$ cat src/hw/rtl/scfl_pkg.sv
`default_nettype none
package scfl_pkg;
  localparam int AddrW = 40;
  localparam int CntW = 32;
  localparam int ClsW = 3;

  typedef enum logic [2:0] {
    ST_OK        = 3'd0,
    ST_TOO_LARGE = 3'd1,
    ST_EXHAUSTED = 3'd2,
    ST_BAD_FREE  = 3'd3,
    ST_NULL_FREE = 3'd4
  } status_t;

  typedef enum logic {
    MODE_ALLOC = 1'b0,
    MODE_FREE  = 1'b1
  } mode_t;

  typedef enum logic [1:0] {
    REG_POOL_BASE  = 2'd0,
    REG_SLAB_LIMIT = 2'd1
  } reg_idx_t;

  typedef enum logic [1:0] {
    BK_IDLE,
    BK_EXEC,
    BK_LINK,
    BK_HOLD
  } bk_state_t;
endpackage
`default_nettype wire

$ cat src/hw/rtl/scfl_if.sv
`default_nettype none
interface scfl_req_if;
  logic        valid;
  logic        ready;
  logic        mode;
  logic [15:0] request_size;
  logic [39:0] block_address;
  modport source (output valid, mode, request_size, block_address, input ready);
  modport sink (input valid, mode, request_size, block_address, output ready);
endinterface

`default_nettype wire

$ cat src/hw/rtl/scfl_front.sv
`default_nettype none
module scfl_front #(
  parameter int ClassCount = 8,
  parameter int MinBlockBytes = 64,
  parameter int QW = 60
) (
  input  wire logic           clk,
  input  wire logic           rst_n,
  scfl_req_if.sink            req,
  output logic                q_valid,
  input  wire logic           q_ready,
  output logic [QW-1:0]       q_data
);
  import scfl_pkg::*;
  localparam int ClsCountW = $clog2(ClassCount + 1);
  localparam int AQ = 2;

  logic [1:0]    cnt_r;
  logic [QW-1:0] fifo_r [AQ];
  logic          wr_ptr_r, rd_ptr_r;
  logic          push, pop;
  logic [ClsCountW-1:0] cls_raw;
  logic          too_large;
  logic [QW-1:0] entry;

  always_comb begin
    cls_raw = ClsCountW'(ClassCount);
    for (int c = ClassCount - 1; c >= 0; c--) begin
      if ({8'd0, req.request_size} <= (24'(MinBlockBytes) << c)) cls_raw = ClsCountW'(c);
    end
    too_large = (cls_raw == ClsCountW'(ClassCount));
    entry = {req.mode, too_large, 3'(cls_raw), 15'd0, req.block_address};
  end

  assign req.ready = (cnt_r != 2'd2);
  assign push = req.valid && req.ready;
  assign q_valid = (cnt_r != 2'd0);
  assign pop = q_valid && q_ready;
  assign q_data = fifo_r[rd_ptr_r];

  always_ff @(posedge clk) begin
    if (!rst_n) begin
      cnt_r <= 2'd0;
      wr_ptr_r <= 1'b0;
      rd_ptr_r <= 1'b0;
    end else begin
      if (push) wr_ptr_r <= ~wr_ptr_r;
      if (pop) rd_ptr_r <= ~rd_ptr_r;
      cnt_r <= cnt_r + 2'(push) - 2'(pop);
    end
    if (push) fifo_r[wr_ptr_r] <= entry;
  end

  a_no_overflow: assert property (@(posedge clk) disable iff (!rst_n)
    cnt_r == 2'd2 |-> !push) else $error("queue overflow");
  a_no_underflow: assert property (@(posedge clk) disable iff (!rst_n)
    cnt_r == 2'd0 |-> !pop) else $error("queue underflow");
  a_cnt_step: assert property (@(posedge clk) disable iff (!rst_n)
    push && !pop && cnt_r == 2'd1 |=> cnt_r == 2'd2) else $error("count step");
endmodule
`default_nettype wire

$ cat src/flat_wrapper.sv
// flat-port wrapper written by rule: the top's interface ports become plain ports
module scfl_front_flat import scfl_pkg::*;
#(
  parameter int ClassCount = 8,
  parameter int MinBlockBytes = 64,
  parameter int QW = 60
)
  (clk, rst_n, q_valid, q_ready, q_data, req_valid, req_mode, req_request_size, req_block_address, req_ready);
  scfl_req_if req_i ();
  input  wire logic clk;
  input  wire logic rst_n;
  output logic q_valid;
  input  wire logic q_ready;
  output logic [QW-1:0] q_data;
  input wire logic [$bits(req_i.valid)-1:0] req_valid;
  input wire logic [$bits(req_i.mode)-1:0] req_mode;
  input wire logic [$bits(req_i.request_size)-1:0] req_request_size;
  input wire logic [$bits(req_i.block_address)-1:0] req_block_address;
  output wire logic [$bits(req_i.ready)-1:0] req_ready;
  assign req_i.valid = req_valid;
  assign req_i.mode = req_mode;
  assign req_i.request_size = req_request_size;
  assign req_i.block_address = req_block_address;
  assign req_ready = req_i.ready;
  scfl_front #(.ClassCount(ClassCount), .MinBlockBytes(MinBlockBytes), .QW(QW)) u_core (.clk(clk), .rst_n(rst_n), .req(req_i), .q_valid(q_valid), .q_ready(q_ready), .q_data(q_data));
endmodule
$ cat config.mk
export PLATFORM = sky130hd
export DESIGN_NAME = scfl_front_flat
export DESIGN_NICKNAME = d
export VERILOG_FILES = /design/src/hw/rtl/scfl_pkg.sv /design/src/hw/rtl/scfl_if.sv /design/src/hw/rtl/scfl_front.sv /design/src/flat_wrapper.sv
export SDC_FILE = /design/constraint.sdc
export NUM_CORES = 1
export LEC_CHECK = 0
export BUFFER_PORTS_ARGS = -buffer_cell sky130_fd_sc_hd__buf_2
export CAP_MARGIN = 20
export CORE_ASPECT_RATIO = 1.5
export CORE_UTILIZATION = 40
export CTS_BUF_LIST = sky130_fd_sc_hd__clkbuf_8
export CTS_CLUSTER_SIZE = 20
export DETAILED_ROUTE_END_ITERATION = 6
export PLACE_DENSITY = 0.66
export SLEW_MARGIN = 10
export SYNTH_ARGS = -nofsm -noshare
export SYNTH_HDL_FRONTEND = slang
export SYNTH_SLANG_ARGS = --single-unit
$ cat constraint.sdc
create_clock -name clk -period 5.6 [get_ports clk]
set_input_delay 0.28 -clock clk [delete_from_list [all_inputs] [get_ports clk]]
set_output_delay 0.28 -clock clk [all_outputs]
set_load 0.02 [all_outputs]
# ---- After elaboration in Yosys (flattened, before gate mapping)
# Memories as Yosys holds them, arrays and structs flattened. A register that Yosys moved wholly into a read port is not among the register bits.
# Index checks and enable logic that the tools add are counted.
dict set report totals {
  mem_count 1
  ram_bits 90
  output_inout_bits 62
  in_bits 61
  register_bits 4
}
dict set report classes {
  n_eq_ne 2
  reduce_logical 3
  n_lt_le_gt_ge 8
  n_addsub 2
  bitwise_logic 2
  mux 12
}
# memory depth word_bits rd rd_clocked_by_memory_dff write_ports line
set mem_list {}
lappend mem_list {u_core.fifo_r 2 45 1 1 1 scfl_front.sv:19} ;# logic [QW-1:0] fifo_r [AQ];
# operator n
set ops {}
lappend ops {{$mux 4} 8}
lappend ops {{$le 16x10->1 const B} 1}
lappend ops {{$le 16x11->1 const B} 1}
lappend ops {{$le 16x12->1 const B} 1}
lappend ops {{$le 16x13->1 const B} 1}
lappend ops {{$le 16x14->1 const B} 1}
lappend ops {{$le 16x7->1 const B} 1}
lappend ops {{$le 16x8->1 const B} 1}
lappend ops {{$le 16x9->1 const B} 1}
lappend ops {{$eq 4x4->1 const B} 1}
lappend ops {{$mux 1} 4}
lappend ops {{$add 2x1->2} 1}
lappend ops {{$logic_and 1x1->1} 2}
lappend ops {{$ne 2x2->1 const B} 1}
lappend ops {{$not 1->1} 2}
lappend ops {{$reduce_bool 2->1} 1}
lappend ops {{$sub 2x1->2} 1}

# ---- Longest topological paths before layout
dict set report logic_depth {
  word_depth 10
  mapped_depth 8
  ltp_nobuf 8
}

# ---- Worst setup path before layout
# OpenSTA, ideal clock, no wires.
dict set report synth_timing {
  path_kind {flip-flop to flip-flop}
  from {register u_core.cnt_r[0]}
  to {memory u_core.fifo_r[0][0] (netlist bit) (enable)}
  period_less_slack_ps 3027
  path_stages_with_launch 5
  required_time_ps 5151
  path_buffers 0
  slack_ps 2573
  arrival_ps 2578
  path_cell_list {dfxtp_1 -> inv_1 -> nand2_1 -> nand2_1 -> nor2_1}
}
dict set report synth_between {
  elab_chain_cells 4
}
# element line
set synth_lines {}
lappend synth_lines {{start, declared} scfl_front.sv:18} ;# logic [1:0] cnt_r;
lappend synth_lines {{start signal, assigned} scfl_front.sv:49} ;# cnt_r <= cnt_r + 2'(push) - 2'(pop);
lappend synth_lines {{$ne 2x2->1} scfl_front.sv:35} ;# assign req.ready = (cnt_r != 2'd2);
lappend synth_lines {{named net req_ready} flat_wrapper.sv:19} ;# output wire logic [$bits(req_i.ready)-1:0] req_ready;
lappend synth_lines {{$logic_and 1x1->1} scfl_front.sv:36} ;# assign push = req.valid && req.ready;
lappend synth_lines {{$mux 1} scfl_front.sv:51} ;# if (push) fifo_r[wr_ptr_r] <= entry;
lappend synth_lines {{$mux 1 (not written as such)} scfl_front.sv:51}
lappend synth_lines {{end, declared} scfl_front.sv:19}
# The timed path passes the listed nets, and every way through them passes these cells.

==> flow_summary.yaml <==
detailed_routing:
  dr.first_iter.drc_count: 79
  wire_per_inst_um: 14.9
  antenna_left: 0
  dr_wl_met2_um: 3710
  drc: 0
  avgViaCountPerCell: 4.87
  wl_met1_um: 2490
  vias: 2182
  route.met3.wl_um: 360
  firstDrtPassIters: 4
  wl_um: 6690
  highest_layer: "met4"
power_and_ir_drop:
  leakagePower_uw: 0.00178
  ir_drop_v: 0.000221
  power_density_nw_per_um2: 427
clock_tree:
  cts_num_sinks: 95
  cts_buffer_depth: 2
  cts_tree: "built"
  cts_setup_buffers: 0
  numCtsBuffers: 9
  clk-insertion-delay-late_ns: 0.36
  hold_buffers: 0
  cts_resized: 0
  htree_levels: 3
  root_buffer: "clkbuf_8"
  path_clk_slew_ns: 0.10
global_route:
  grt_max_degree: 46
  grt_overflow_total: 0
  track_usage: 0.143
  first_global_vias: 2183
  grt_pass1_wl_um: 10200
  grt_antenna_before_repair: 0
critical_path:
  crit_type: "reg -> out"
  worstPathMaxFanout: 25
  path_cells: "buf_16, mux2_2, buf_2"
  start_kind: "flip-flop"
  slowest_stage: "dfxtp_2"
  cp.required_ns: 5.32
  cpPeakStageDelay_ns: 0.69
  worst_setup_path_end_kind: "output pin"
  critical_path_arrival_ns: 1.83
placement:
  port_buffers: 107
  dp_slack_ns: 3.58
  gp_congestion: 0.881
  post-dp-hpwl_um: 4450
yosys:
  synth_edf_count: 90
  netlist_instances: 216
  ys.flop_type: "edfxtp_1"
  synthArstFlopShare: 0
  synth.ff_latch_count: 95
  yosysWarnings: 0
  syn_area_per_cell_um2: 17.6
  syn_area_um2: 3800
  yosysSeqAreaShare: 0.738
  ys_types: 34
floorplanning:
  row_count: 43
  die_w_um: 81.5
  io_pins: 123
  core_um2: 9250
  dieArea_um2: 9890
  start_util: 0.410
  die_y_um: 121
status:
  status: "completed"
sta:
  finalCritPeriodShare: 0.377
  min_period_ns: 2.11
  setup_ws_ns: 3.49
  rsz0062_at_grt: "false"
  setup-violations-final: 0
  worst_pin_slew_ns: 0.719
  finalHoldViolCount: 0
  slew_viol_final: 0
  clock_skew_ns: 0.0138
  fin_tns_setup_ns: 0
  fmax_mhz: 474
  slew_headroom: 0.519
worst_hold_path:
  hold_path_class: "in -> reg"
cells_and_area:
  area_delta_synth_final_pct: 22.8
  nNetsFinal: 394
  antenna_cells: 0
  num-fill-cells: 827
  drive_above_1_share: 0.524
run:
  drv_cap: 0
-- power by group --
part / switching, uW / internal [uW]
clock: 245 / 213
combinational: 339 / 256
sequential: 46.8 / 893
total: 631 / 1360
-- synthesized netlist by cell type, types with 2 or more instances --
cell type / number / share of area
and3_1: 3 / 0.0049
edfxtp_1: 90 / 0.71
ha_1: 2 / 0.0066
a21oi_1: 2 / 0.0026
nand2_1: 6 / 0.0059
nor4_1: 3 / 0.0049
nor2_1: 5 / 0.0049
dfxtp_1: 5 / 0.026
nor2b_1: 2 / 0.0033
a211oi_1: 2 / 0.0040
buf_4: 15 / 0.030
and2_1: 4 / 0.0066
buf_1: 2 / 0.0020
inv_1: 5 / 0.0049
clkbuf_1: 3 / 0.0030
nor3_1: 3 / 0.0040
xnor2_1: 3 / 0.0069
mux2_2: 45 / 0.13
-- registers in the layout, indices dropped and copies added, names as in the netlist, named ones only --
register         cells
u_core.cnt_r         2
u_core.wr_ptr_r      1
u_core.rd_ptr_r      1
u_core.fifo_r       90
-- routing by layer --
metal  vias up  GRT usage
met1      1065      0.143
met4         0     0.0804
met2        79      0.258
met5         -          0
li1       1029          -
met3         9     0.0368
-- cell families after synthesis --
kind of cell / count (synthesis) / synth area share
AOI/OAI and AO/OA: 13 / 0.0254
xor gates and xnor gates: 3 / 0.00692
adders and majority gates: 2 / 0.00659
buffers and inverters: 25 / 0.0396
DFF: 95 / 0.738
muxes: 45 / 0.133
other: 1 / 0.000988
and+or+nand+nor: 32 / 0.0488
-- path summary, 6_finish.rpt --
kind / endpoint / cells past startpoint / from / slack [ns]
worst max-delay path: q_data[24] / 3 / flip-flop / 3.49
worst min-delay path: u_core.fifo_r[0][26]$_DFFE_PP_ / 1 / req_block_address[26] / 0.1
worst max register to register: u_core.fifo_r[0][41]$_DFFE_PP_ / 5 / u_core.cnt_r[0]$_SDFF_PN0_ / 3.64
worst min register to register: flip-flop / 2 / u_core.rd_ptr_r$_SDFFE_PN0P_ / 0.55
-- worst max-delay path, delay by kind of cell (launching register included) --
kind	cells	cell delay (ns)
DFF	1	0.69
muxes	1	0.36
buffers and inverters	2	0.41
-- per-stage QoR --
stage / instance area (um2) / util / power, uW / instances / hold WS, ns
6_report: 4660 / 0.504 / 1990 / 448 / 0.0994
5_1_grt: 4660 / 0.504 / 2100 / 448 / 0.0761
4_1_cts: 4610 / 0.499 / 2010 / 446 / 0.0731
3_5_place_dp: 4410 / 0.477 / 1550 / 430 / 0.472
3_3_place_gp: 4410 / 0.477 / 1530 / 430 / 0.468
2_1_floorplan: 3850 / - / 1360 / 230 / 0.379
-- layout by cell type, fill, tap and decap left out, types with 2 or more instances in the layout --
master / instances
xnor2_1: 3
and2_1: 4
ha_1: 2
a21oi_1: 2
dfxtp_1: 4
conb_1: 15
buf_2: 107
nand2_1: 6
mux2_2: 45
inv_1: 5
nor2_1: 4
clkbuf_8: 9
nor4_1: 3
edfxtp_1: 90
a211oi_1: 2
nor3_1: 3
and3_1: 2
nor2b_1: 2
inv_6: 2
-- cell type report --
| type | count | area [um2] | share of cell area |
|---|---|---|---|
| clock buffers | 9 | 124 | 0.0266 |
| clock inverters | 7 | 80.1 | 0.0172 |
| inverters | 5 | 18.8 | 0.00403 |
| multi-input cells | 110 | 905 | 0.194 |
| flip-flops and latches | 95 | 2800 | 0.601 |
| well taps | 112 | 140 | 0.0301 |
| repair buffers | 110 | 591 | 0.127 |
Note: power is estimated with default switching activity, not from simulation.
